$ cat src/rtl/core/nsf_pkg.sv
// Package for the NMEA sentence framer: character codes, sentence kind codes,
// the tag table and the result beat type. Depends on nothing.
`default_nettype none

package nsf_pkg;

    localparam int MAX_LEN_DEFAULT = 128;
    localparam int BYTE_W          = 8;
    localparam int KIND_W          = 3;
    localparam int LEN_W           = 7;
    localparam int TAG_COUNT       = 5;

    localparam logic [BYTE_W-1:0] CHAR_START   = 8'h24;  // '$'
    localparam logic [BYTE_W-1:0] CHAR_STAR    = 8'h2A;  // '*'
    localparam logic [BYTE_W-1:0] CHAR_NEWLINE = 8'h0A;  // line feed
    localparam logic [BYTE_W-1:0] CHAR_COMMA   = 8'h2C;  // ','
    localparam logic [BYTE_W-1:0] CHAR_NUL     = 8'h00;

    localparam logic [KIND_W-1:0] KIND_UNKNOWN = 3'd0;
    localparam logic [KIND_W-1:0] KIND_GGA     = 3'd1;
    localparam logic [KIND_W-1:0] KIND_RMC     = 3'd2;
    localparam logic [KIND_W-1:0] KIND_GST     = 3'd3;
    localparam logic [KIND_W-1:0] KIND_GSV     = 3'd4;
    localparam logic [KIND_W-1:0] KIND_GSA     = 3'd5;

    // Three tag letters, oldest first, in reporting priority order.
    localparam logic [3*BYTE_W-1:0] TAG_TEXT [TAG_COUNT] = '{
        24'h474741,  // GGA
        24'h524D43,  // RMC
        24'h475354,  // GST
        24'h475356,  // GSV
        24'h475341   // GSA
    };

    localparam logic [KIND_W-1:0] TAG_KIND [TAG_COUNT] = '{
        KIND_GGA, KIND_RMC, KIND_GST, KIND_GSV, KIND_GSA
    };

    typedef struct packed {
        logic              checksum_ok;
        logic [KIND_W-1:0] sentence_kind;
        logic [LEN_W-1:0]  sentence_length;
    } result_t;

endpackage

`default_nettype wire

$ cat src/rtl/core/nsf_byte_if.sv
// Channel that carries one received byte per beat.
// Depends on nsf_pkg for the byte width.
`default_nettype none

interface nsf_byte_if;
    logic                       valid;
    logic                       ready;
    logic [nsf_pkg::BYTE_W-1:0] rx_byte;

    modport source (output valid, output rx_byte, input ready);
    modport sink   (input valid, input rx_byte, output ready);
endinterface

`default_nettype wire

$ cat src/rtl/core/nsf_result_if.sv
// Channel that carries one sentence summary per beat.
// Depends on nsf_pkg for the field widths.
`default_nettype none

interface nsf_result_if;
    logic                       valid;
    logic                       ready;
    logic                       checksum_ok;
    logic [nsf_pkg::KIND_W-1:0] sentence_kind;
    logic [nsf_pkg::LEN_W-1:0]  sentence_length;

    modport source (output valid, output checksum_ok, output sentence_kind,
                    output sentence_length, input ready);
    modport sink   (input valid, input checksum_ok, input sentence_kind,
                    input sentence_length, output ready);
endinterface

`default_nettype wire

$ cat src/rtl/core/nsf_tracker.sv
// Per-sentence state: length count, running XOR, checksum digit parser and
// tag window. Produces one summary on the closing line feed. Uses nsf_pkg.
`default_nettype none

module nsf_tracker #(
    parameter int MAX_LEN = nsf_pkg::MAX_LEN_DEFAULT
) (
    input  wire logic                       clk,
    input  wire logic                       rst_n,
    input  wire logic                       accept,
    input  wire logic [nsf_pkg::BYTE_W-1:0] rx_byte,
    output logic                            result_valid,
    output nsf_pkg::result_t                result
);

    localparam int CNT_W = $clog2(MAX_LEN);
    localparam logic [CNT_W-1:0] CNT_LIMIT = CNT_W'(MAX_LEN - 1);

    typedef enum logic [1:0] {
        PH_BEFORE_STAR,
        PH_HIGH_DIGIT,
        PH_LOW_DIGIT,
        PH_DONE
    } phase_t;

    // Returns {bad, value}; bad is set for anything that is not a hex digit.
    function automatic logic [4:0] hex_decode(input logic [nsf_pkg::BYTE_W-1:0] c);
        logic [4:0] r;
        begin
            if (c >= 8'h30 && c <= 8'h39)
                r = {1'b0, 4'(c - 8'h30)};
            else if (c >= 8'h41 && c <= 8'h46)
                r = {1'b0, 4'(c - 8'h37)};
            else if (c >= 8'h61 && c <= 8'h66)
                r = {1'b0, 4'(c - 8'h57)};
            else
                r = 5'b1_0000;
            return r;
        end
    endfunction

    logic                          in_sentence_reg, in_sentence_next;
    logic [CNT_W-1:0]              byte_count_reg, byte_count_next;
    logic [nsf_pkg::BYTE_W-1:0]    running_xor_reg, running_xor_next;
    phase_t                        phase_reg, phase_next;
    logic [nsf_pkg::BYTE_W-1:0]    received_sum_reg, received_sum_next;
    logic                          digits_ok_reg, digits_ok_next;
    logic                          string_ended_reg, string_ended_next;
    logic [3*nsf_pkg::BYTE_W-1:0]  window_reg, window_next;
    logic [nsf_pkg::TAG_COUNT-1:0] tag_found_reg, tag_found_next;

    logic [4:0]                    digit;
    logic [nsf_pkg::KIND_W-1:0]    kind;

    // Checksum verdict from the values as they stand after this byte.
    logic                          ok_now;
    logic                          ph_done_after;
    logic                          dig_ok_after;
    logic [nsf_pkg::BYTE_W-1:0]    xor_after;
    logic [nsf_pkg::BYTE_W-1:0]    sum_after;

    always_comb
    begin
        in_sentence_next  = in_sentence_reg;
        byte_count_next   = byte_count_reg;
        running_xor_next  = running_xor_reg;
        phase_next        = phase_reg;
        received_sum_next = received_sum_reg;
        digits_ok_next    = digits_ok_reg;
        string_ended_next = string_ended_reg;
        window_next       = window_reg;
        tag_found_next    = tag_found_reg;
        result_valid      = 1'b0;
        digit             = hex_decode(rx_byte);
        kind              = nsf_pkg::KIND_UNKNOWN;

        if (accept) begin
            if (rx_byte == nsf_pkg::CHAR_START) begin
                // A start mark restarts from scratch, even mid sentence.
                in_sentence_next  = 1'b1;
                byte_count_next   = CNT_W'(1);
                running_xor_next  = '0;
                phase_next        = PH_BEFORE_STAR;
                received_sum_next = '0;
                digits_ok_next    = 1'b1;
                string_ended_next = 1'b0;
                window_next       = {16'h0000, nsf_pkg::CHAR_START};
                tag_found_next    = '0;
            end else if (in_sentence_reg) begin
                byte_count_next = byte_count_reg + CNT_W'(1);

                if (!string_ended_reg) begin
                    if (rx_byte == nsf_pkg::CHAR_NUL) begin
                        string_ended_next = 1'b1;
                        if (phase_reg == PH_HIGH_DIGIT || phase_reg == PH_LOW_DIGIT)
                            digits_ok_next = 1'b0;
                    end else begin
                        case (phase_reg)
                            PH_BEFORE_STAR:
                            begin
                                if (rx_byte == nsf_pkg::CHAR_STAR)
                                    phase_next = PH_HIGH_DIGIT;
                                else
                                    running_xor_next = running_xor_reg ^ rx_byte;
                            end
                            PH_HIGH_DIGIT, PH_LOW_DIGIT:
                            begin
                                if (digit[4])
                                    digits_ok_next = 1'b0;
                                else
                                    received_sum_next = {received_sum_reg[3:0], digit[3:0]};
                                phase_next = (phase_reg == PH_HIGH_DIGIT) ? PH_LOW_DIGIT
                                                                          : PH_DONE;
                            end
                            default:
                            begin
                                phase_next = phase_reg;
                            end
                        endcase

                        if (rx_byte == nsf_pkg::CHAR_COMMA) begin
                            for (int t = 0; t < nsf_pkg::TAG_COUNT; t++) begin
                                if (window_reg == nsf_pkg::TAG_TEXT[t])
                                    tag_found_next[t] = 1'b1;
                            end
                        end
                        window_next = {window_reg[2*nsf_pkg::BYTE_W-1:0], rx_byte};
                    end
                end

                // First tag in priority order wins.
                for (int t = nsf_pkg::TAG_COUNT - 1; t >= 0; t--) begin
                    if (tag_found_next[t])
                        kind = nsf_pkg::TAG_KIND[t];
                end

                if (byte_count_reg >= CNT_LIMIT || rx_byte == nsf_pkg::CHAR_NEWLINE) begin
                    result_valid      = (byte_count_reg < CNT_LIMIT);
                    in_sentence_next  = 1'b0;
                    byte_count_next   = '0;
                    running_xor_next  = '0;
                    phase_next        = PH_BEFORE_STAR;
                    received_sum_next = '0;
                    digits_ok_next    = 1'b1;
                    string_ended_next = 1'b0;
                    window_next       = '0;
                    tag_found_next    = '0;
                end
            end
        end
    end

    always_comb
    begin
        result.sentence_kind   = kind;
        result.sentence_length = nsf_pkg::LEN_W'(byte_count_reg + CNT_W'(1));
        result.checksum_ok     = ok_now;
    end

    always_comb
    begin
        ph_done_after = 1'b0;
        dig_ok_after  = digits_ok_reg;
        xor_after     = running_xor_reg;
        sum_after     = received_sum_reg;
        if (string_ended_reg) begin
            ph_done_after = (phase_reg == PH_DONE);
        end else begin
            case (phase_reg)
                PH_BEFORE_STAR:
                begin
                    // The line feed does not join the XOR; no star was seen.
                    ph_done_after = 1'b0;
                end
                PH_HIGH_DIGIT:
                begin
                    ph_done_after = 1'b0;
                end
                PH_LOW_DIGIT:
                begin
                    // A line feed is never a hex digit.
                    ph_done_after = 1'b1;
                    dig_ok_after  = 1'b0;
                end
                default:
                begin
                    ph_done_after = 1'b1;
                end
            endcase
        end
        ok_now = ph_done_after && dig_ok_after && (xor_after == sum_after);
    end

    always_ff @(posedge clk or negedge rst_n)
    begin
        if (!rst_n) begin
            in_sentence_reg  <= 1'b0;
            byte_count_reg   <= '0;
            running_xor_reg  <= '0;
            phase_reg        <= PH_BEFORE_STAR;
            received_sum_reg <= '0;
            digits_ok_reg    <= 1'b1;
            string_ended_reg <= 1'b0;
            window_reg       <= '0;
            tag_found_reg    <= '0;
        end else begin
            in_sentence_reg  <= in_sentence_next;
            byte_count_reg   <= byte_count_next;
            running_xor_reg  <= running_xor_next;
            phase_reg        <= phase_next;
            received_sum_reg <= received_sum_next;
            digits_ok_reg    <= digits_ok_next;
            string_ended_reg <= string_ended_next;
            window_reg       <= window_next;
            tag_found_reg    <= tag_found_next;
        end
    end

endmodule

`default_nettype wire

$ cat src/rtl/core/nsf_out_buf.sv
// Two-entry output stage: a result register plus a skid register, so the
// input side waits only while both hold a result. Uses nsf_pkg.
`default_nettype none

module nsf_out_buf (
    input  wire logic              clk,
    input  wire logic              rst_n,
    input  wire logic              push,
    input  wire nsf_pkg::result_t  push_data,
    output logic                   space,
    output logic                   out_valid,
    input  wire logic              out_ready,
    output nsf_pkg::result_t       out_data
);

    logic             main_valid_reg;
    logic             skid_valid_reg;
    nsf_pkg::result_t main_reg;
    nsf_pkg::result_t skid_reg;
    logic             pop;

    assign pop       = main_valid_reg && out_ready;
    assign space     = !skid_valid_reg;
    assign out_valid = main_valid_reg;
    assign out_data  = main_reg;

    always_ff @(posedge clk or negedge rst_n)
    begin
        if (!rst_n) begin
            main_valid_reg <= 1'b0;
            skid_valid_reg <= 1'b0;
        end else if (skid_valid_reg) begin
            if (pop)
                skid_valid_reg <= 1'b0;
        end else if (push && main_valid_reg && !pop) begin
            skid_valid_reg <= 1'b1;
        end else if (push) begin
            main_valid_reg <= 1'b1;
        end else if (pop) begin
            main_valid_reg <= 1'b0;
        end
    end

    always_ff @(posedge clk)
    begin
        if (skid_valid_reg) begin
            if (pop)
                main_reg <= skid_reg;
        end else if (push && main_valid_reg && !pop) begin
            skid_reg <= push_data;
        end else if (push) begin
            main_reg <= push_data;
        end
    end

endmodule

`default_nettype wire

$ cat src/rtl/core/nmea_sentence_framer.sv
// Top level of the NMEA 0183 sentence framer.
// Depends on nsf_pkg, nsf_byte_if, nsf_result_if, nsf_tracker and nsf_out_buf.
`default_nettype none

// The framer takes one received character per beat on rx and returns one
// summary beat on sentence for every sentence that closes with a line feed.
// A '$' always opens a new sentence, discarding any sentence in progress;
// characters outside a sentence are dropped silently. The summary reports
// whether the two hex digits after the first '*' (either case) equal the XOR
// of every character strictly between '$' and that '*', which of the tags
// GGA, RMC, GST, GSV or GSA (in that priority) was seen followed by a comma,
// and the sentence length including '$' and the line feed, modulo 128. A zero
// character ends the visible text: later characters still count toward the
// length but no longer feed the checksum or the tag search. A sentence that
// would grow past MAX_LEN - 1 characters is abandoned without a summary.
// Every character is handled in the cycle it is accepted, so rx takes one
// beat per clock. The summary sits in a result register backed by a skid
// register; rx.ready drops only when both hold a summary that sentence.ready
// has not yet taken, so the input stalls only under sustained back-pressure.
// Summaries are registered, into the skid register if the result one is full.

module nmea_sentence_framer #(
    parameter int MAX_LEN = nsf_pkg::MAX_LEN_DEFAULT
) (
    input  wire logic       clk,
    input  wire logic       rst_n,
    nsf_byte_if.sink        rx,
    nsf_result_if.source    sentence
);

    logic             accept;
    logic             space;
    logic             result_valid;
    nsf_pkg::result_t result;
    nsf_pkg::result_t out_data;

    // A beat is taken whenever the skid register is free.
    assign rx.ready = space;
    assign accept   = rx.valid && space;

    // All per-sentence bookkeeping happens here in the accepting cycle.
    nsf_tracker #(
        .MAX_LEN (MAX_LEN)
    ) u_tracker (
        .clk          (clk),
        .rst_n        (rst_n),
        .accept       (accept),
        .rx_byte      (rx.rx_byte),
        .result_valid (result_valid),
        .result       (result)
    );

    // Result and skid registers that decouple the consumer.
    nsf_out_buf u_out_buf (
        .clk       (clk),
        .rst_n     (rst_n),
        .push      (result_valid),
        .push_data (result),
        .space     (space),
        .out_valid (sentence.valid),
        .out_ready (sentence.ready),
        .out_data  (out_data)
    );

    assign sentence.checksum_ok     = out_data.checksum_ok;
    assign sentence.sentence_kind   = out_data.sentence_kind;
    assign sentence.sentence_length = out_data.sentence_length;

endmodule

`default_nettype wire
$ cat src/flat_wrapper.sv
// flat-port wrapper written by rule: the top's interface ports become plain ports
module nmea_sentence_framer_flat 
#(
    parameter int MAX_LEN = nsf_pkg::MAX_LEN_DEFAULT
)
  (clk, rst_n, rx_valid, rx_rx_byte, rx_ready, sentence_valid, sentence_checksum_ok, sentence_sentence_kind, sentence_sentence_length, sentence_ready);
  nsf_byte_if rx_i ();
  nsf_result_if sentence_i ();
  input  wire logic clk;
  input  wire logic rst_n;
  input wire logic [$bits(rx_i.valid)-1:0] rx_valid;
  input wire logic [$bits(rx_i.rx_byte)-1:0] rx_rx_byte;
  output wire logic [$bits(rx_i.ready)-1:0] rx_ready;
  output wire logic [$bits(sentence_i.valid)-1:0] sentence_valid;
  output wire logic [$bits(sentence_i.checksum_ok)-1:0] sentence_checksum_ok;
  output wire logic [$bits(sentence_i.sentence_kind)-1:0] sentence_sentence_kind;
  output wire logic [$bits(sentence_i.sentence_length)-1:0] sentence_sentence_length;
  input wire logic [$bits(sentence_i.ready)-1:0] sentence_ready;
  assign rx_i.valid = rx_valid;
  assign rx_i.rx_byte = rx_rx_byte;
  assign rx_ready = rx_i.ready;
  assign sentence_valid = sentence_i.valid;
  assign sentence_checksum_ok = sentence_i.checksum_ok;
  assign sentence_sentence_kind = sentence_i.sentence_kind;
  assign sentence_sentence_length = sentence_i.sentence_length;
  assign sentence_i.ready = sentence_ready;
  nmea_sentence_framer #(.MAX_LEN(MAX_LEN)) u_core (.clk(clk), .rst_n(rst_n), .rx(rx_i), .sentence(sentence_i));
endmodule
$ cat config.mk
export PLATFORM = sky130hd
export DESIGN_NAME = nmea_sentence_framer_flat
export DESIGN_NICKNAME = d
export VERILOG_FILES = /design/src/rtl/core/nsf_pkg.sv /design/src/rtl/core/nsf_byte_if.sv /design/src/rtl/core/nsf_result_if.sv /design/src/rtl/core/nsf_tracker.sv /design/src/rtl/core/nsf_out_buf.sv /design/src/rtl/core/nmea_sentence_framer.sv /design/src/flat_wrapper.sv
export SDC_FILE = /design/constraint.sdc
export NUM_CORES = 1
export LEC_CHECK = 0
export ABC_CLOCK_PERIOD_IN_PS = 8200
export BUFFER_PORTS_ARGS = -buffer_cell sky130_fd_sc_hd__buf_2
export CORE_ASPECT_RATIO = 0.9
export CORE_UTILIZATION = 60
export CTS_CLUSTER_SIZE = 40
export DETAILED_ROUTE_END_ITERATION = 10
export PLACE_DENSITY = 0.83
export SLEW_MARGIN = 20
export SYNTH_ARGS = -nofsm -noshare
export SYNTH_HDL_FRONTEND = slang
export SYNTH_SLANG_ARGS = --single-unit
export TNS_END_PERCENT = 30
$ cat constraint.sdc
create_clock -name clk -period 8.2 [get_ports clk]
set_clock_uncertainty 0.1 [all_clocks]
set_input_delay 0.41 -clock clk [delete_from_list [all_inputs] [get_ports clk]]
set_output_delay 0.41 -clock clk [all_outputs]
set_load 0.01 [all_outputs]
* After elaboration in Yosys (flattened, before gate mapping)
Cells that the tools add are included.
** Storage, ports and cells
- Register bits :: 81
- Bits of input ports :: 12
- Logic and storage cells :: 175
** Cells by class
- Add/subtract/negate cells :: 4
- Order comparisons :: 8
- Equality and inequality tests :: 21
- Muxes and demuxes :: 88
- Bitwise operators :: 3
- Reductions and logical operators :: 34
** Operators by type and width (count)
- $eq 24x23->1 const B :: 5
- $mux 24 :: 5
- $mux 8 :: 14
- $mux 5 :: 12
- $mux 11 :: 4
- $mux 1 :: 35
- $eq 8x6->1 const B :: 3
- $mux 3 :: 8
- $reduce_and 6->1 :: 4
- $mux 7 :: 3
- $ge 8x7->1 const B :: 2
- $le 8x7->1 const B :: 2
- $mux 2 :: 6
- $reduce_bool 4->1 :: 3
- $logic_and 1x1->1 :: 9
- $eq 8x4->1 const B :: 1
- $eq 8x8->1 :: 1
- $ge 8x6->1 const B :: 1
- $le 8x6->1 const B :: 1
- $logic_not 8->1 :: 1
- $sub 4x3->4 const B :: 2
- $xor 8x8->8 :: 1
- $add 7x1->7 const B :: 1
- $ge 7x7->1 const B :: 1
- 21 further kinds :: 33

* Logic depth before layout (Yosys ltp)
Gate-level depths: netlist of the first run.
- Depth after elaboration :: 19
- Gate-level depth with buffers :: 10

* Modules after synthesis
Synthesis of the first run repeated with hierarchy kept, for this count alone.
** Unflattened totals
- Cell total of the unflattened synthesis :: 361
- Area total of the unflattened synthesis :: 4095.2 um^2
** Modules (own cells, without submodules)
- nsf_tracker :: instances 1, cells an instance 313, area each 3143.0 um^2
- nsf_out_buf :: instances 1, cells an instance 47, area each 945.9 um^2
- nmea_sentence_framer :: instances 1, cells an instance 1, area each 6.3 um^2

* Worst setup path before layout of the first run
No wires, ideal clock.
- Path type :: input -> register
- Start point :: input rx_rx_byte[0]
- End point :: register u_core.u_out_buf.skid_reg[0] (netlist name) (enable)
- Arrival time :: 2256 ps
- Data required time :: 7707 ps
- Slack :: 5451 ps
- Stages :: 7
- Path buffers :: 0
- Cell sequence :: inv_1 -> ha_1 -> and4b_1 -> nand2_1 -> nand3_1 -> a311o_1 -> nor3_1
** Between the ends
- Cells in the longest elaborated chain, start to end :: 9
** RTL lines
- from (decl) :: line flat_wrapper.sv:12 : input wire logic [$bits(rx_i.rx_byte)-1:0] rx_rx_byte;
- $eq 8x4->1 :: line nsf_tracker.sv:137 : if (byte_count_reg >= CNT_LIMIT || rx_byte == nsf_pkg::CHAR_NEWLINE) begin
- $logic_or 1x1->1 :: line nsf_tracker.sv:137
- $mux 1 :: line nsf_tracker.sv:137
- $mux 1 :: line nsf_tracker.sv:89 : end else if (in_sentence_reg) begin
- $mux 1 (*) :: line nsf_tracker.sv:78 : if (rx_byte == nsf_pkg::CHAR_START) begin
- $mux 1 (*) :: line nsf_tracker.sv:77 : if (accept) begin
- $logic_and 1x1->1 (*) (2 in series) :: line nsf_out_buf.sv:49 : end else if (push && main_valid_reg && !pop) begin
- $reduce_and 2->1 (no line) (*)
- to (signal assigned) :: line nsf_out_buf.sv:50 : skid_reg <= push_data;
- to (decl) :: line nsf_out_buf.sv:19 : nsf_pkg::result_t skid_reg;
Every way passes the cells marked *; elsewhere a longest branch is shown, timed or not.
A chain may end at the register's enable or synchronous reset.

* Final worst setup path of the first run
- Start point :: register u_core.u_tracker.byte_count_reg[0]
- End point :: register u_core.u_tracker.window_reg[19] (netlist name)
** Between the ends
- Cells in the longest elaborated chain, start to end :: 5
** RTL lines
- from (decl) :: line nsf_tracker.sv:43 : logic [CNT_W-1:0] byte_count_reg, byte_count_next;
- from (signal assigned) :: line nsf_tracker.sv:208 : byte_count_reg <= byte_count_next;
- $ge 7x7->1 (*) :: line nsf_tracker.sv:137
- $logic_or 1x1->1 (*) :: line nsf_tracker.sv:137
- $mux 24 :: line nsf_tracker.sv:137
- $mux 24 :: line nsf_tracker.sv:89
- $mux 24 :: line nsf_tracker.sv:78
- to (signal assigned) :: line nsf_tracker.sv:214 : window_reg <= window_next;
- to (decl) :: line nsf_tracker.sv:49 : logic [3*nsf_pkg::BYTE_W-1:0] window_reg, window_next;
Every way passes the cells marked *; elsewhere a longest branch is shown, timed or not. The select of a mux whose other input is x is not followed.

==> impl_results.md, run 1 <==
- CP max FO: 19
- Num CTS Buffers: 9
- Pin count of the biggest net entering global routing: 60
- Final wirelength: 8.08 mm
- Status: complete, no violations
- Post-DRT Antenna Nets: 0
- Vias/cell: 6.00
- Clock sinks: 81
- IO Pins: 25
- First-pass GRT wire length: 13.6 mm
- Bufs on Longest Clock Path: 2
- Post-synth top flop: dfrtp_1
- Asr flop ratio synth: 0.728
- DRC errors left: 0
- CP Launch Type: register
- Starting density of the core: 0.619
- Worst-Skew Late Latency: 350 ps
- Row count: 28
- Nets: 418
- ANT cells: 0
- Die Footprint: 7090 um2
- F_max: 303 MHz
- 1st-iter DRT viols: 148
- Final Hold Viols: 0
- Number of synthesized flops with an enable pin: 22
- Root Driver: clkbuf_8
- Fin crit share: 0.403
- Post-route minimum period: 3300 ps
- Cts repair resizes: 0
- Antenna violations before repair: 0
- Synth Cell Area: 4050 um2
- WS Path Type: register to register
- Syn nets: 392
- Max-Cap Viols: 0
- Post-synthesis sequential area ratio: 0.528
- Drt wl/cell: 16.5 um
- Placer Congestion: 0.918
- Yosys warnings: 0
- Pwr dens: 235 nW/um2
- Max reg flops: 24
- # H-tree levels: 3
- CTS tree: built
- CORE AREA: 6550 um2
- Vias: 2948
- Postcts setup bufs: 0
- Worst VDD drop: 0.000127 V
- Global route total overflow: 0
- Synth Area per Inst: 11.0 um2
- Unrepaired setup endpoints after global routing: no
- Port bufs: 24
- Critical path required time: 8390 ps
- Most common cell after layout, fill and taps aside: dfrtp_1
- Final setup vio count: 0
- Final HPWL DP: 5.71 mm
- Core Util, Final: 0.681
- Clock Pin Slew Worst Setup and Hold Paths: 80 ps
- R2r worst-path depth: 7
- GRT Util Overall: 0.255
- Setup TNS: 0 ps
- Number of global-route vias before repair: 2875
- Layout area overhead: 10.2%
- Rel. slew slack: 0.476
- Hold Buf Count CTS: 0
- Worst path arrival time: 3490 ps
- Measured slew at the worst slew-check pin: 783 ps
- Worst Hold Class: input port to async pin
- Crit path capture type: register
- Vert. Die Dim: 80.0 um
- Syn Inst Count: 370
- Most frequent cells in the layout: 58 x dfrtp_1, 35 x nand2_1, 25 x nor2_1
- LEAKAGE: 1.90 nW
- Pre-Repair DR Iteration Count: 4
- Distinct cells, synth: 59
- Die W: 88.6 um
- Share of cells above drive strength 1: 0.190
- Slew Limit Fails: 0
- Flops & latches, synth: 81
-- cell type report --
| class | count | area, um2 |
|---|---|---|
| well taps | 90 | 113 |
| multi-input cells | 261 | 1810 |
| clock buffers | 10 | 128 |
| clock inverters | 6 | 66.3 |
| fillers | 526 | 2090 |
| repair buffers | 28 | 150 |
| flip-flops and latches | 81 | 2140 |
| inverters | 15 | 56.3 |
-- kinds of logic after synthesis --
group | synth area share
mux | 0.0429
compound gates | 0.147
xor+xnor | 0.0497
simple gates | 0.175
buf+inv | 0.0272
fa+ha+maj | 0.0309
flops | 0.528
-- critical path: stages (launching register included) --
cell,delay [ps]
dfrtp_1,470
ha_1,320
a21o_1,180
a32oi_1,450
and2_1,610
nand2_2,220
nor2_2,630
a22o_1,260
-- metrics by stage --
stage | std cells | hold slack, ps | instance area (um2) | power (mW) | setup WS (ps)
after floorplan | 370 | 14.4 | 4050 | 0.698 | 5450
after global placement | 475 | 374 | 4260 | 0.753 | 4570
after detailed placement | 475 | 380 | 4260 | 0.766 | 4430
after CTS | 491 | 122 | 4460 | 1.05 | 4540
after global routing | 491 | 167 | 4460 | 1.10 | 4560
final | 491 | 91.7 | 4460 | 1.05 | 4900
-- per-layer routing --
metal / track usage / share of wire
met5: 0 / 0
met4: 0.100 / 0.023
met3: 0.0569 / 0.043
met2: 0.398 / 0.46
met1: 0.345 / 0.47
-- where the power goes --
group	switching, mW	internal, mW	total, mW
Combinational	0.109	0.0973	0.206
Clock	0.143	0.142	0.284
Sequential	0.0748	0.482	0.557
-- Yosys cell counts, types with 4 or more instances --
master	count	area, um2
xor2_1	8	70.1
a22o_1	17	149
buf_2	4	20.0
nand2_1	35	131
nor2_1	26	97.6
nor4b_1	4	35.0
nand3_1	20	100
ha_1	10	125
a31oi_1	4	25.0
a21o_1	5	37.5
o21ai_0	19	95.1
xnor2_1	15	131
and2_1	5	31.3
mux2_2	11	124
edfxtp_1	22	661
a21oi_1	8	40.0
nor4_1	5	31.3
mux2i_1	5	50.1
dfrtp_1	58	1450
nor3_1	4	20.0
inv_1	14	52.6
clkbuf_1	8	30.0
-- final timing paths --
kind	start	to	slack, ps
min in group clk	sentence_ready	u_core.u_out_buf.skid_valid_reg	180
worst max-delay path	u_core.u_tracker.byte_count_reg[0]	u_core.u_tracker.window_reg[19]	4900
max in group asynchronous	rst_n	u_core.u_tracker.running_xor_reg[3]	7400
worst min register to register	u_core.u_tracker.window_reg[23]	u_core.u_tracker.window_reg[23]	400
worst max register to register	u_core.u_tracker.byte_count_reg[0]	u_core.u_tracker.window_reg[19]	4900
worst min-delay path	rst_n	u_core.u_tracker.window_reg[3]	90
No activity file was read; power rests on OpenSTA's default activity.
==> run 2: changes to the inputs <==
Settings changed: ABC_AREA set to 1, ABC_CLOCK_PERIOD_IN_PS 8200 to 3300.
Clock period 8.2 ns to 3.3 ns, I/O delays scaled along.
==> run 2 against run 1 <==
Clock power rose by 140%. Fmax rose by 22%. Wire length increased by 14%. Non-clock buffer count is the same. Synthesized cell count grew 35%. Sequential share of layout area fell by 3.1 points. Largest cell class unchanged. Via count rose by 16%. Critical path depth increased by 6.
==> impl_results.md, run 2 <==
- Status: complete, no violations
- Synth Cell Area: 4430 um2 (+9.3%)
- CP max FO: 12 (-7)
- Total net switching power: 0.449 mW (+38%)
- Worst hold slack: 28.8 ps (-63.0 ps)
- Critical path required time: 3270 ps (-5120 ps)
- Distinct cells, synth: 42 (-29%)
- Final wirelength: 9.22 mm (+14%)
- Logic pwr share: 0.040 (-0.157)
- # H-tree levels: 3 (unchanged)
- Postcts setup bufs: 0 (unchanged)
- Switching Share: 0.253 (-0.0583)
- Number of global-route vias before repair: 3289 (+14%)
- Worst VDD drop: 0.000277 V (+120%)
- CTS tree: built
- Rel. slew slack: 0.582 (+0.106)
- Placer Congestion: 0.905 (-1.4%)
- Synth area leaders: dfrtp_1 33%, edfxtp_1 15%, nand2_1 9.2%
- Global route total overflow: 0 (unchanged)
- Starting density of the core: 0.623 (+0.00402)
- CP Launch Type: register
- Max reg flops: 24 (unchanged)
- First-pass GRT wire length: 15.8 mm (+16%)
- Post-Layout Inst Area: 4770 um2 (+6.8%)
- Pre-Repair DR Iteration Count: 5 (+1)
- Die Footprint: 7730 um2 (+9.0%)
- Post-synthesis sequential area ratio: 0.483 (-0.0447)
- Setup TNS: 0 ps (unchanged)
- Pin count of the biggest net entering global routing: 34 (-43%)
- Fin crit share: 0.823 (+0.420)
- IO Pins: 25 (unchanged)
- Worst-Skew Late Latency: 360 ps (about the same)
- Power Total: 1.77 mW (+69%)
- Most frequent cells in the layout: 109 x nand2_1, 66 x inv_1, 58 x dfrtp_1
- Nets: 547 (+31%)
- Slew Limit Fails: 0 (unchanged)
- Root Driver: clkbuf_8
- Post-DRT Antenna Nets: 0 (unchanged)
- Drt wl/cell: 14.8 um (-10%)
- Layout area overhead: 7.71%
- Hold Buf Count CTS: 1 (+1)
- Worst path arrival time: 2690 ps (-800 ps)
- Synth Area per Inst: 8.89 um2 (-19%)
- Post-synth top flop: dfrtp_1
- Clock network power share: 0.382 (+0.110)
- Area leader, netlist: dfrtp_1
- Vias: 3425 (+16%)
- Clock sinks: 81 (unchanged)
- Num CTS Buffers: 9 (unchanged)
- Syn Inst Count: 498 (+35%)
- Number of synthesized flops with an enable pin: 22 (unchanged)
- Antenna violations before repair: 0 (unchanged)
- Final cell count without fillers: 623 (+27%)
- WS Path Type: register to register
- CORE AREA: 7110 um2 (+8.6%)
- Yosys warnings: 0 (unchanged)
- LEAKAGE: 2.45 nW (+29%)
- Vias/cell: 5.50 (-8.4%)
- Internal: 1.33 mW (+84%)
- Max-Cap Viols: 0 (unchanged)
- Crit path capture type: register
- ANT cells: 0 (unchanged)
- F_max: 368 MHz (+22%)
- Synth top area share: 0.328 (-0.0304)
- DRC errors left: 0 (unchanged)
- Port bufs: 24 (unchanged)
- Post-route minimum period: 2720 ps (-586 ps)
- Clock Pin Slew Worst Setup and Hold Paths: 90 ps (about the same)
- Placed instance count: 606 (+28%)
- Final Hold Viols: 0 (unchanged)
- 1st-iter DRT viols: 254 (+72%)
- Setup ws final: 585 ps (-4310 ps)
- Top-count cell post-synth: nand2_1
- Bufs on Longest Clock Path: 2 (unchanged)
- Flops & latches, synth: 81 (unchanged)
- Core Util, Final: 0.671 (-0.0108)
- Unrepaired setup endpoints after global routing: no
- Most common cell after layout, fill and taps aside: nand2_1
- Worst Hold Class: input port to register
- DP Area: 4580 um2 (+7.5%)
- Die W: 92.6 um (+4.4%)
- Measured slew at the worst slew-check pin: 627 ps (-156 ps)
- Asr flop ratio synth: 0.728 (unchanged)
- Vert. Die Dim: 83.5 um (+4.4%)
- Row count: 29 (+3.6%)
- Final-layout fill cell count: 592 (+13%)
- Syn nets: 520 (+33%)
- Pwr dens: 372 nW/um2 (+59%)
- Share of cells above drive strength 1: 0.157 (-0.0329)
- GRT Util Overall: 0.265 (+0.0102)
- Cts repair resizes: 0 (unchanged)
- Final HPWL DP: 6.70 mm (+17%)
- Synth cell count leaders: 109 x nand2_1, 66 x inv_1, 58 x dfrtp_1, 55 x nor2_1, 32 x nand3_1
- Pre-CTS setup slack: 619 ps (-3810 ps)
- Final setup vio count: 0 (unchanged)
- Sequential share of power: 0.578 (+0.046)
==> run 2: cell types whose count changed after synthesis, sizes merged, moves of 5 or more <==
cell	previous run	this run
o21ai	21	36
or4b	5	0
inv	15	74
nor2	26	62
nand3	20	33
nand2	36	116
xnor2	15	2
nor4	5	0
clkbuf	8	3
o22ai	0	25
a22o	19	0
mux2	11	0
xor2	8	19
==> run 2: critical path, stage by stage (launching register included) <==
cell and delay, ps:
dfrtp_1 430, ha_1 240, nand3_1 130, inv_1 70, nand2_1 70, nand2_1 90
nor2_4 300, inv_2 110, nand3_2 100, nor2_1 40, buf_4 180, or2_1 230
a21oi_1 120, buf_4 210
==> run 2: layout make-up <==
class	instances	area [um2]	share of cell area
sequential	81	2140	0.448
tap	93	116	0.0244
clock buffer	9	124	0.0260
multi-input combinational	331	1900	0.397
inverter	74	288	0.0603
clock inverter	7	55.1	0.0115
timing repair buffer	28	153	0.0320
==> run 2: cells by family (layout without fill, tap and decap cells) <==
| kind of cell | after synthesis | in the layout | share of synthesized area |
|---|---|---|---|
| compound gates | 71 | 71 | 0.113 |
| simple gates | 228 | 228 | 0.243 |
| flops | 81 | 81 | 0.483 |
| xor+xnor | 21 | 21 | 0.0415 |
| fa+ha+maj | 10 | 10 | 0.0283 |
| buf+inv | 86 | 118 | 0.0890 |
| mux | 1 | 1 | 0.00226 |
==> run 2: power groups by stage <==
stage / registers [mW] / logic, mW / clock network [mW]
floorplan: 1.05 / 0.0332 / 0
global placement: 1.05 / 0.0661 / 0
detailed placement: 1.05 / 0.0681 / 0
CTS: 1.02 / 0.0703 / 0.687
global route: 1.02 / 0.0788 / 0.731
finish: 1.02 / 0.0709 / 0.678
==> run 2: final timing paths <==
check,startpoint,end,slack [ps],cells after the start
max,u_core.u_tracker.byte_count_reg[0],u_core.u_out_buf.out_data[8],580,13
min,rx_valid,u_core.u_tracker.in_sentence_reg,30,4
max reg2reg,u_core.u_tracker.byte_count_reg[0],u_core.u_out_buf.out_data[8],580,13
min reg2reg,u_core.u_tracker.tag_found_reg[0],u_core.u_tracker.tag_found_reg[0],410,2
max in group asynchronous,rst_n,u_core.u_tracker.byte_count_reg[6],1990,3
min in group asynchronous,rst_n,u_core.u_tracker.window_reg[23],250,2
==> run 2: per-layer routing <==
| layer | vias up | global-route usage | share of wire |
|---|---|---|---|
| met5 | - | 0 | 0 |
| li1 | 1663 | - | - |
| met1 | 1607 | 0.364 | 0.44 |
| met2 | 133 | 0.401 | 0.47 |
| met4 | 0 | 0.111 | 0.024 |
| met3 | 22 | 0.0656 | 0.062 |
==> run 3: changes to the inputs <==
Settings changed: ABC_CLOCK_PERIOD_IN_PS 3300 to 2700.
Clock period 3.3 ns to 2.7 ns, I/O delays scaled along.
==> run 3 against run 2 <==
Setup slack worse by 360 ps. Design area up 0.92%. Count of clock-buffer cells in the layout increased by 1. Power increased by 25%. Worst hold slack worse by 12 ps. Via count is 1.3% lower. Sequential cell count unchanged. Sequential share of layout area shrank 0.41 points. Critical endpoint is now u_core.u_out_buf.out_data[5]. Largest power group unchanged. Highest routed layer unchanged.
==> impl_results.md, run 3 (synthesis results as in run 2) <==
- IO Pins: 25 (unchanged)
- Kind of cell adding the most delay to the critical path: simple AND/OR/NAND/NOR gates
- Bufs on Longest Clock Path: 2 (unchanged)
- Cts repair resizes: 0 (unchanged)
- Die W: 92.6 um (unchanged)
- ANT cells: 0 (unchanged)
- Final cell count without fillers: 626 (+0.48%)
- Number of global-route vias before repair: 3353 (+1.9%)
- Final Hold Viols: 0 (unchanged)
- Setup TNS: 0 ps (unchanged)
- Placer Congestion: 0.893 (-1.4%)
- Placed instance count: 608 (+0.33%)
- Critical path required time: 2670 ps (-600 ps)
- Slew Limit Fails: 0 (unchanged)
- Worst hold slack: 16.5 ps (-12.3 ps)
- Setup slack, reg-to-reg: 220 ps (-360 ps)
- Root Driver: clkbuf_8
- CTS tree: built
- Max-Cap Viols: 0 (unchanged)
- Post-DRT Antenna Nets: 0 (unchanged)
- Rel. slew slack: 0.503 (-0.0788)
- WP buf/inv: 3 (-1)
- Sequential share of power: 0.564 (-0.014)
- GRT Util Overall: 0.259 (-0.00541)
- CP max stage cell: dfrtp_1
- Internal: 1.71 mW (+29%)
- Total net switching power: 0.512 mW (+14%)
- Setup ws final: 220 ps (-365 ps)
- Most frequent cells in the layout: 109 x nand2_1, 66 x inv_1, 58 x dfrtp_1
- WS Path Type: register to register
- Status: complete, no violations
- Worst VDD drop: 0.000298 V (+7.6%)
- Vias: 3381 (-1.3%)
- Nets: 550 (+0.55%)
- DP Area: 4600 um2 (+0.41%)
- Pre-Repair DR Iteration Count: 6 (+1)
- Worst Hold Class: input port to register
- CP max stage delay: 420 ps (about the same)
- Post-Layout Inst Area: 4810 um2 (+0.92%)
- Final wirelength: 8.99 mm (-2.5%)
- Vias/cell: 5.40 (-1.8%)
- Pwr dens: 461 nW/um2 (+24%)
- Worst path arrival time: 2450 ps (-240 ps)
- Final HPWL DP: 6.52 mm (-2.6%)
- Row count: 29 (unchanged)
- Share of cells above drive strength 1: 0.158 (+0.000995)
- Crit path top cell by count: nand2_1
- Power Total: 2.22 mW (+25%)
- Final-layout fill cell count: 568 (-4.1%)
- Measured slew at the worst slew-check pin: 745 ps (+118 ps)
- DRC errors left: 0 (unchanged)
- Clock Pin Slew Worst Setup and Hold Paths: 80 ps (about the same)
- CORE AREA: 7110 um2 (unchanged)
- Starting density of the core: 0.623 (unchanged)
- # H-tree levels: 3 (unchanged)
- Post-route minimum period: 2480 ps (-235 ps)
- Core Util, Final: 0.677 (+0.00616)
- Switching Share: 0.231 (-0.0222)
- First-pass GRT wire length: 15.6 mm (-1.4%)
- Antenna violations before repair: 0 (unchanged)
- Clock sinks: 81 (unchanged)
- Vert. Die Dim: 83.5 um (unchanged)
- Cells along the critical path: ha_1 > nand3_1 > inv_1 > nand2_1 > nand2_1 > nor2_4 > inv_2 > nand3_2 > nor2_1 > or2_1 > a21oi_2 > buf_4
- CP max FO: 11 (-1)
- 1st-iter DRT viols: 252 (-0.79%)
- CP Launch Type: register
- Num CTS Buffers: 9 (unchanged)
- Crit path capture type: register
- Area of the multi-input gates: 1900 um2 (+0.20%)
- F_max: 403 MHz (+9.5%)
- Pin count of the biggest net entering global routing: 60 (+76%)
- Final setup vio count: 0 (unchanged)
- LEAKAGE: 2.47 nW (+0.50%)
- Logic pwr share: 0.038 (-0.002)
- Clock network power share: 0.398 (+0.016)
- Sequential cell area: 2140 um2 (unchanged)
- Pre-CTS setup slack: 203 ps (-416 ps)
- Global route total overflow: 0 (unchanged)
- Unrepaired setup endpoints after global routing: no
- Drt wl/cell: 14.4 um (-3.0%)
- Worst-Skew Late Latency: 360 ps (about the same)
- Fin crit share: 0.918 (+0.0957)
- Most common cell after layout, fill and taps aside: nand2_1
- Layout area overhead: 8.70%
- Die Footprint: 7730 um2 (unchanged)
- Max reg flops: 24 (unchanged)
- Port bufs: 24 (unchanged)
==> run 3: layout make-up <==
class,instances,area share
Timing Repair Buffer,31,0.0369
Multi-Input combinational cell,331,0.395
Clock buffer,10,0.0265
Sequential cell,81,0.444
Tap cell,93,0.0242
Inverter,74,0.0598
Clock inverter,6,0.0138
==> run 3: repair_timing <==
action / in CTS / in global routing
hold endpoints to repair: 59 / 0
setup buffers: 0 / 0
setup endpoints to repair: 0 / 0
hold buffers: 2 / 0
==> run 3: power by group through the flow <==
stage	combinational, mW	sequential (mW)	clock [mW]
after floorplan	0.0406	1.28	0
after global placement	0.0802	1.28	0
after detailed placement	0.0810	1.28	0
after CTS	0.0837	1.25	0.894
after global routing	0.0942	1.25	0.943
final	0.0834	1.25	0.883
==> run 3: worst paths after layout <==
| path | from | to | cells after the start |
|---|---|---|---|
| min | rx_valid | u_core.u_tracker.in_sentence_reg | 4 |
| min in group asynchronous | rst_n | u_core.u_tracker.window_reg[14] | 3 |
| max reg2reg | u_core.u_tracker.byte_count_reg[0] | u_core.u_out_buf.out_data[5] | 12 |
| max | u_core.u_tracker.byte_count_reg[0] | u_core.u_out_buf.out_data[5] | 12 |
| min reg2reg | u_core.u_tracker.tag_found_reg[1] | u_core.u_tracker.tag_found_reg[1] | 2 |
| max in group asynchronous | rst_n | u_core.u_tracker.running_xor_reg[4] | 3 |
==> run 3: routing by layer <==
layer | wire (um) | vias up | GRT usage | share of wire
li1 | - | 1670 | - | -
met3 | 410 | 14 | 0.0455 | 0.046
met5 | 0 | - | 0 | 0
met1 | 4180 | 1595 | 0.359 | 0.47
met4 | 110 | 0 | 0.0881 | 0.012
met2 | 4280 | 102 | 0.414 | 0.48
==> run 3: tightest hold or removal path, stage by stage <==
cell and delay (ps):
buf_2 100, nand2_1 70, o21ai_0 80, nand2_1 60
